File: src/design/lpht_pkg.sv
`default_nettype none

package lpht_pkg;

  localparam int TABLE_SLOTS_DEFAULT = 31;
  localparam int KEY_CHARS_DEFAULT   = 8;

  localparam int STATUS_W = 3;
  localparam int SLOT_W   = 5;

  typedef enum logic [1:0] {
    TAG_EMPTY   = 2'd0,
    TAG_USED    = 2'd1,
    TAG_DELETED = 2'd2
  } tag_t;

  typedef enum logic [1:0] {
    FUNC_FIND   = 2'd0,
    FUNC_INSERT = 2'd1,
    FUNC_DELETE = 2'd2
  } func_t;

  localparam logic [STATUS_W-1:0] ST_INSERTED = 3'd0;
  localparam logic [STATUS_W-1:0] ST_PRESENT  = 3'd1;
  localparam logic [STATUS_W-1:0] ST_FOUND    = 3'd2;
  localparam logic [STATUS_W-1:0] ST_MISSING  = 3'd3;
  localparam logic [STATUS_W-1:0] ST_FULL     = 3'd4;

  typedef enum logic [5:0] {
    S_CLEAR  = 6'b000001,
    S_IDLE   = 6'b000010,
    S_MOD    = 6'b000100,
    S_ISSUE  = 6'b001000,
    S_PROBE  = 6'b010000,
    S_FINISH = 6'b100000
  } state_t;

endpackage

`default_nettype wire

File: src/design/linear_probe_hash_table_top.sv
// Open-addressing hash table, linear probing with tombstones.
// Input channel (in_valid/in_stall) carries func and key; output channel
// (out_valid/out_stall) returns one transaction per input: status and slot_index.
// One operation is in flight at a time. After acceptance the key is normalised
// and its byte sum reduced modulo TABLE_SLOTS: first a reciprocal multiply for
// the quotient estimate, then one subtract and correct step.
// The probe then streams one slot per cycle out of the tag and key memories
// (registered reads), reading the next slot while the current one is
// checked, and stops on a match, an empty slot or a full wrap; it visits 1 to
// TABLE_SLOTS + 1 slots. The result is registered when the operation leaves
// its final state, and only then is the next input taken, so a new operation
// is not accepted before the previous one has finished.
// Reset starts a clearing pass that writes every tag to empty, TABLE_SLOTS
// cycles, during which in_stall stays high. Key storage is not cleared.
// A stalled result is held in the output register; the next operation may run
// meanwhile, and waits in its final state until the output register is free,
// so no table write happens before its result can be delivered.
`default_nettype none

module linear_probe_hash_table_top
  import lpht_pkg::*;
#(
  parameter int TABLE_SLOTS = TABLE_SLOTS_DEFAULT,
  parameter int KEY_CHARS   = KEY_CHARS_DEFAULT
) (
  input  wire logic                clk,
  input  wire logic                rst,
  input  wire logic                in_valid,
  output logic                     in_stall,
  input  wire logic [1:0]          func,
  input  wire logic [63:0]         key,
  output logic                     out_valid,
  input  wire logic                out_stall,
  output logic [STATUS_W-1:0]      status,
  output logic [SLOT_W-1:0]        slot_index
);

  localparam int IW    = $clog2(TABLE_SLOTS);
  localparam int SW    = $clog2(KEY_CHARS * 255 + 1);
  localparam int CW    = SW + IW;
  localparam logic [IW-1:0] LAST_SLOT = IW'(TABLE_SLOTS - 1);
  // floor(2^SW / TABLE_SLOTS): the quotient estimate is low by at most one
  localparam logic [CW-1:0] RECIP     = CW'((1 << SW) / TABLE_SLOTS);
  localparam logic [CW-1:0] SLOTS_CW  = CW'(TABLE_SLOTS);

  // memories
  logic [1:0]  tag_mem [TABLE_SLOTS];
  logic [63:0] key_mem [TABLE_SLOTS];

  state_t state, state_next;

  logic [IW-1:0]    clr_idx;
  logic [1:0]       func_q;
  logic [63:0]      key_q;
  logic [CW-1:0]    rem_q;
  logic             step;
  logic [CW-1:0]    quot_q;
  logic [IW-1:0]    home_q;
  logic [IW-1:0]    p_q;
  logic             first_cycle;
  logic [IW-1:0]    first_idx;
  tag_t             first_tag;
  logic [IW-1:0]    stop_idx;
  logic             stop_match;
  logic [IW-1:0]    ins_idx;
  tag_t             ins_tag;

  logic [1:0]  tag_rd;
  logic [63:0] key_rd;
  logic [IW-1:0] rd_addr;
  logic [IW-1:0] p_next;

  logic [63:0]   nkey;
  logic [SW-1:0] nsum;

  logic            in_take;
  logic            finish_go;
  logic [2*CW-1:0] prod;
  logic [CW-1:0]   quot_sl;
  logic [CW-1:0]   rem_diff;

  tag_t cur_tag;
  logic cur_match;
  logic probe_stop;

  logic                tag_we;
  logic [IW-1:0]       tag_waddr;
  tag_t                tag_wdata;
  logic                key_we;
  logic [STATUS_W-1:0] res_status;
  logic [IW-1:0]       res_slot;

  assign in_stall  = (state != S_IDLE);
  assign in_take   = in_valid && !in_stall;
  assign finish_go = (state == S_FINISH) && (!out_valid || !out_stall);

  // key normalisation: bytes count up to the first zero or KEY_CHARS
  always_comb begin
    logic       alive;
    logic [7:0] ch;
    alive = 1'b1;
    nkey  = '0;
    nsum  = '0;
    for (int i = 0; i < 8; i++) begin
      ch = key[8*i +: 8];
      if (i >= KEY_CHARS || ch == 8'd0) alive = 1'b0;
      if (alive) begin
        nkey[8*i +: 8] = ch;
        nsum           = nsum + SW'(ch);
      end
    end
  end

  assign prod     = rem_q * RECIP;
  assign quot_sl  = quot_q * SLOTS_CW;
  assign rem_diff = rem_q - quot_sl;

  assign p_next  = (p_q == LAST_SLOT) ? '0 : p_q + 1'b1;
  assign rd_addr = (state == S_ISSUE) ? home_q : p_next;

  assign cur_tag   = tag_t'(tag_rd);
  assign cur_match = (cur_tag == TAG_USED) && (key_rd == key_q);

  // stop on match or empty, or when the walk is back at home
  assign probe_stop = cur_match || (cur_tag == TAG_EMPTY) ||
                      (!first_cycle && p_q == home_q);

  always_comb begin
    state_next = state;
    case (state)
      S_CLEAR:  if (clr_idx == LAST_SLOT) state_next = S_IDLE;
      S_IDLE:   if (in_take) state_next = S_MOD;
      S_MOD:    if (!step) state_next = S_ISSUE;
      S_ISSUE:  state_next = S_PROBE;
      S_PROBE:  if (probe_stop) state_next = S_FINISH;
      S_FINISH: if (finish_go) state_next = S_IDLE;
      default:  state_next = S_IDLE;
    endcase
  end

  always_ff @(posedge clk) begin
    if (rst) begin
      state   <= S_CLEAR;
      clr_idx <= '0;
    end else begin
      state <= state_next;
      if (state == S_CLEAR) clr_idx <= clr_idx + 1'b1;
    end
  end

  // datapath
  always_ff @(posedge clk) begin
    if (in_take) begin
      func_q <= func;
      key_q  <= nkey;
      rem_q  <= CW'(nsum);
      step   <= 1'b1;
    end
    if (state == S_MOD) begin
      step <= 1'b0;
      if (step) quot_q <= CW'(prod >> SW);
      else home_q <= (rem_diff >= SLOTS_CW) ? IW'(rem_diff - SLOTS_CW) : IW'(rem_diff);
    end
    if (state == S_ISSUE) begin
      p_q         <= home_q;
      first_cycle <= 1'b1;
    end
    if (state == S_PROBE) begin
      first_cycle <= 1'b0;
      if (first_cycle) begin
        first_idx <= p_q;
        first_tag <= cur_tag;
      end else if (cur_tag == TAG_DELETED && first_tag != TAG_DELETED) begin
        first_idx <= p_q;
        first_tag <= TAG_DELETED;
      end
      if (probe_stop) begin
        stop_idx   <= p_q;
        stop_match <= cur_match;
        if (first_cycle ||
            (cur_tag == TAG_EMPTY && first_tag != TAG_DELETED)) begin
          ins_idx <= p_q;
          ins_tag <= cur_tag;
        end else begin
          ins_idx <= first_idx;
          ins_tag <= first_tag;
        end
      end else begin
        p_q <= p_next;
      end
    end
  end

  // result and write-back
  always_comb begin
    res_status = ST_MISSING;
    res_slot   = '0;
    tag_we     = 1'b0;
    tag_waddr  = ins_idx;
    tag_wdata  = TAG_USED;
    key_we     = 1'b0;
    case (func_q)
      FUNC_FIND: begin
        if (stop_match) begin
          res_status = ST_FOUND;
          res_slot   = stop_idx;
        end
      end
      FUNC_INSERT: begin
        if (stop_match) begin
          res_status = ST_PRESENT;
          res_slot   = stop_idx;
        end else if (ins_tag inside {TAG_EMPTY, TAG_DELETED}) begin
          res_status = ST_INSERTED;
          res_slot   = ins_idx;
          tag_we     = finish_go;
          key_we     = finish_go;
        end else begin
          res_status = ST_FULL;
        end
      end
      FUNC_DELETE: begin
        if (stop_match) begin
          res_status = ST_FOUND;
          res_slot   = stop_idx;
          tag_we     = finish_go;
          tag_waddr  = stop_idx;
          tag_wdata  = TAG_DELETED;
        end
      end
      default: begin
        res_status = ST_MISSING;
      end
    endcase
  end

  always_ff @(posedge clk) begin
    if (state == S_CLEAR)  tag_mem[clr_idx] <= TAG_EMPTY;
    else if (tag_we)       tag_mem[tag_waddr] <= tag_wdata;
    if (key_we) key_mem[ins_idx] <= key_q;
    tag_rd <= tag_mem[rd_addr];
    key_rd <= key_mem[rd_addr];
  end

  always_ff @(posedge clk) begin
    if (rst) begin
      out_valid <= 1'b0;
    end else if (finish_go) begin
      out_valid <= 1'b1;
    end else if (!out_stall) begin
      out_valid <= 1'b0;
    end
  end

  always_ff @(posedge clk) begin
    if (finish_go) begin
      status     <= res_status;
      slot_index <= SLOT_W'(res_slot);
    end
  end

  // checks
  a_probe_range: assert property (@(posedge clk) disable iff (rst)
    (state == S_PROBE) |-> (p_q <= LAST_SLOT && home_q <= LAST_SLOT))
    else $error("probe index out of range");

  a_empty_ins_nomatch: assert property (@(posedge clk) disable iff (rst)
    (state == S_FINISH && ins_tag == TAG_EMPTY) |-> !stop_match)
    else $error("empty insertion point with a matching stop slot");

  a_missing_zero: assert property (@(posedge clk) disable iff (rst)
    (out_valid && (status == ST_MISSING || status == ST_FULL)) |-> (slot_index == '0))
    else $error("slot_index not zero for a miss");

  a_no_write_stalled: assert property (@(posedge clk) disable iff (rst)
    (out_valid && out_stall) |-> (!tag_we && !key_we))
    else $error("table written while result stalled");

  a_home_settled: assert property (@(posedge clk) disable iff (rst)
    (state == S_MOD && !step) |-> (rem_diff < (SLOTS_CW << 1)))
    else $error("remainder estimate off by more than one");

endmodule

`default_nettype wire
File: config.mk
export PLATFORM = sky130hd
export DESIGN_NAME = linear_probe_hash_table_top
export DESIGN_NICKNAME = d
export VERILOG_FILES = /design/src/design/lpht_pkg.sv /design/src/design/linear_probe_hash_table_top.sv
export SDC_FILE = /design/constraint.sdc
export NUM_CORES = 2
export LEC_CHECK = 0
export BUFFER_PORTS_ARGS = -buffer_cell sky130_fd_sc_hd__buf_2
export CAP_MARGIN = 10
export CORE_MARGIN = 2
export CORE_UTILIZATION = 60
export CTS_BUF_LIST = sky130_fd_sc_hd__clkbuf_4
export DETAILED_ROUTE_END_ITERATION = 12
export PLACE_DENSITY = 0.76
export SLEW_MARGIN = 10
export SYNTH_ARGS = -nofsm -noshare
export SYNTH_HDL_FRONTEND = slang
export SYNTH_SLANG_ARGS = --single-unit
File: constraint.sdc
create_clock -name clk -period 9.3 [get_ports clk]
set_input_delay 0.465 -clock clk [delete_from_list [all_inputs] [get_ports clk]]
set_output_delay 0.465 -clock clk [all_outputs]
set_load 0.005 [all_outputs]
==> metrics <==
fmax=0.115 GHz; RSZ-0062 raised after global routing=false; Pwr Total=24.8 mW; Rows=144; setup ws final=586 ps; via count=64300; share of flip-flops with an asynchronous set or reset=0%; Gate Count Post-Synth=7310; Setup Buffers After CTS=0; GR Overflow Total=0; # nets final=8037; Tmin final=8710 ps; die height=398 um; CP Max Fanout=5; Worst Setup EP=rem_q[10]; hold_sp=key[36]; CTS tree=done; Buf+Inv Stages, Crit Path=8; Mapped Nets=7516; Leak=38.1 nW; All-Layer GR Usage=32.0%; Critical R2R Capture=state[5]; Layout area overhead=12.4%; Final HPWL DP=130 mm; total wire length=255 mm; Crit path arrival time=9800 ps; skew final=71.4 ps; cell area after synthesis=0.0934 mm2; die area=0.159 mm2; cell repeated most along the worst path=ha_1; H-tree depth=6; CP delay by family, top=compound AO/OA/AOI/OAI gates; dpl ws=-316 ps; number of synthesized register bits=2247; TritonCTS Buffers=572; worst slew pin tran=1280 ps; crit path kind=in -> reg; Ys Warns=0; placed cells=9194; root buf cell=clkbuf_4; register area share after synthesis=71.4%; Final Hold Fails=0; Slew Limit Fails=0; vias in the first global route=62900; Post-Syn Area per Cell=12.8 um2; ANT nets after route=0; residual DRC count=0; worst setup path start=key[9]; pin count of the biggest net entering global routing=181; first-pass GRT wire length=379 mm; Reg2Reg Setup Slack=3800 ps; Req. time, crit path=10390 ps; Post-Route Utilization=68.0%; max_slew headroom=14.5%; clk slew on worst S/H paths=70 ps; Fin Hold WS=99.3 ps; Power Density=236 mW/mm2; cell depth of the worst setup path=45; Final Instance Area=0.105 mm2; CP max stage delay=530 ps; Placed Area=0.0968 mm2; CORE AREA=0.154 mm2; Avg Vias per Cell=6.26; Startpoint Class=input port; status=finished clean; CTS max path bufs=4; clock latency on the worst-skew pair=1360 ps; crit path capture type=flip-flop; Die Wd=398 um; commonest non-fill, non-tap cell in the layout=edfxtp_1; Tcrit/Tclk final=93.7%; Placer Congestion=0.883; Initial DRT Pass Iterations=6; number of unique standard cell types used by synthesis=82; VDD IR-drop max=0.672 mV; Initial Util=60.5%; layout cells sized above 1=15.8%; # IOs=80; # port buffers=79; maxcap violations=0; most frequent cells in the layout=edfxtp_1 (2162), nand2_1 (2054), clkbuf_4 (855), nand3_1 (543), a311oi_1 (397); CTS sink count=2247; total negative slack=0 ps; r2r worst-path depth=9; DR iter-0 viols=8965; Non-Filler Instances=10300; antenna violations before repair=9; Critical-path top delay cell=dlygate4sd3_1; reg-to-reg startpoint=key_q[52]; Tightest Hold Check Type=in -> reg; Synth Flop Type=edfxtp_1; EDFF count, synth=2162; Final Setup Violations=0; wire per inst=24.8 um
synthesized netlist by cell type, types with 5 or more instances:
cell type / count / area share (%)
o22ai_1: 6 / 0.040
o21a_1: 21 / 0.17
o21ai_1: 5 / 0.027
fa_1: 28 / 0.60
nand3_1: 543 / 2.9
xor2_1: 53 / 0.50
a21boi_0: 6 / 0.048
mux2i_1: 17 / 0.18
dfxtp_1: 85 / 1.8
ha_1: 108 / 1.4
nand2_1: 2054 / 8.3
nor4_1: 30 / 0.20
nor2b_1: 23 / 0.15
xnor2_1: 56 / 0.53
a21o_1: 84 / 0.68
edfxtp_1: 2162 / 70
nand3b_1: 8 / 0.064
buf_2: 91 / 0.49
o21ai_0: 41 / 0.22
a21oi_1: 126 / 0.68
mux2_2: 26 / 0.31
nor2_1: 237 / 0.95
a22oi_1: 6 / 0.048
nand4_1: 17 / 0.11
nand2b_1: 11 / 0.074
clkbuf_1: 354 / 1.4
and2_1: 44 / 0.29
buf_1: 28 / 0.11
a31oi_1: 135 / 0.90
a211oi_1: 72 / 0.58
or3_1: 5 / 0.034
nor3_1: 18 / 0.096
inv_1: 106 / 0.43
o211ai_1: 5 / 0.040
o21bai_1: 8 / 0.064
and3_1: 220 / 1.5
a311oi_1: 397 / 3.7
power breakdown:
part / internal [mW] / total (mW) / switching (mW)
sequential: 11.1 / 11.2 / 0.0469
clock: 4.40 / 8.24 / 3.83
combinational: 2.83 / 5.38 / 2.55
total: 18.4 / 24.8 / 6.43
timing repair:
item	in CTS	in global routing
resized for setup	0	5
hold buffers	107	0
endpoints found under the setup margin	0	1
endpoints found under the hold margin	124	0
worst reg2reg max path: stages (launching register included):
cell      delay, ps
edfxtp_1       1010
xnor2_1         230
nand4_1         380
nor4_1          830
nand4_1         490
nor4_2         1020
a311o_1         250
nor2b_1         890
nor2_1          120
nor4_1          190
registers in the layout, indices dropped and copies added (netlist names), 2 cells and up:
| name | cells |
|---|---|
| home_q | 5 |
| slot_index | 5 |
| clr_idx | 5 |
| state | 6 |
| first_tag | 2 |
| stop_idx | 5 |
| quot_q | 7 |
| rem_q | 11 |
| func_q | 2 |
| tag_mem | 62 |
| key_mem | 1984 |
| status | 3 |
| cur_tag | 2 |
| ins_idx | 5 |
| p_q | 5 |
| first_idx | 5 |
| key_rd | 64 |
| key_q | 64 |
kinds of logic (layout without fill, tap and decap cells):
group,Yosys count,in the layout,synth area share [%]
adder cells (fa/ha/maj),136,136,2.05
other,0,9,0
multiplexers,47,47,0.555
buffers and inverters,582,1494,2.48
AND/OR/NAND/NOR,3240,3240,14.9
AO/OA/AOI/OAI,947,947,7.55
XOR/XNOR,111,111,1.07
flip-flops,2247,2247,71.4
final cells by class:
| class | count | area [um2] |
|---|---|---|
| inverter | 106 | 400 |
| antenna | 9 | 22.5 |
| tap | 2044 | 2560 |
| clock buffer | 855 | 6420 |
| multi-input combinational | 4481 | 24800 |
| timing repair buffer | 423 | 3510 |
| clock inverter | 110 | 647 |
| fill | 10800 | 49300 |
| sequential | 2247 | 66600 |
layer usage:
layer | global-route usage, % | wire, um | vias up
met5 | 0 | 40 | -
met1 | 44.8 | 97800 | 31300
met2 | 49.4 | 118000 | 4009
met4 | 12.8 | 8940 | 6
met3 | 6.96 | 30500 | 604
li1 | - | - | 28300
how the worst min path moves through the flow:
stage / endpoint / slack (ps) / depth (start not counted)
floorplan: first_idx[3] / 420 / 0
global placement: first_tag[1] / 470 / 1
detailed placement: first_tag[1] / 490 / 1
CTS: key_q[36] / 5 / 3
global route: key_q[44] / 40 / 3
finish: key_q[36] / 100 / 3
(Power assumes the default switching activity.)
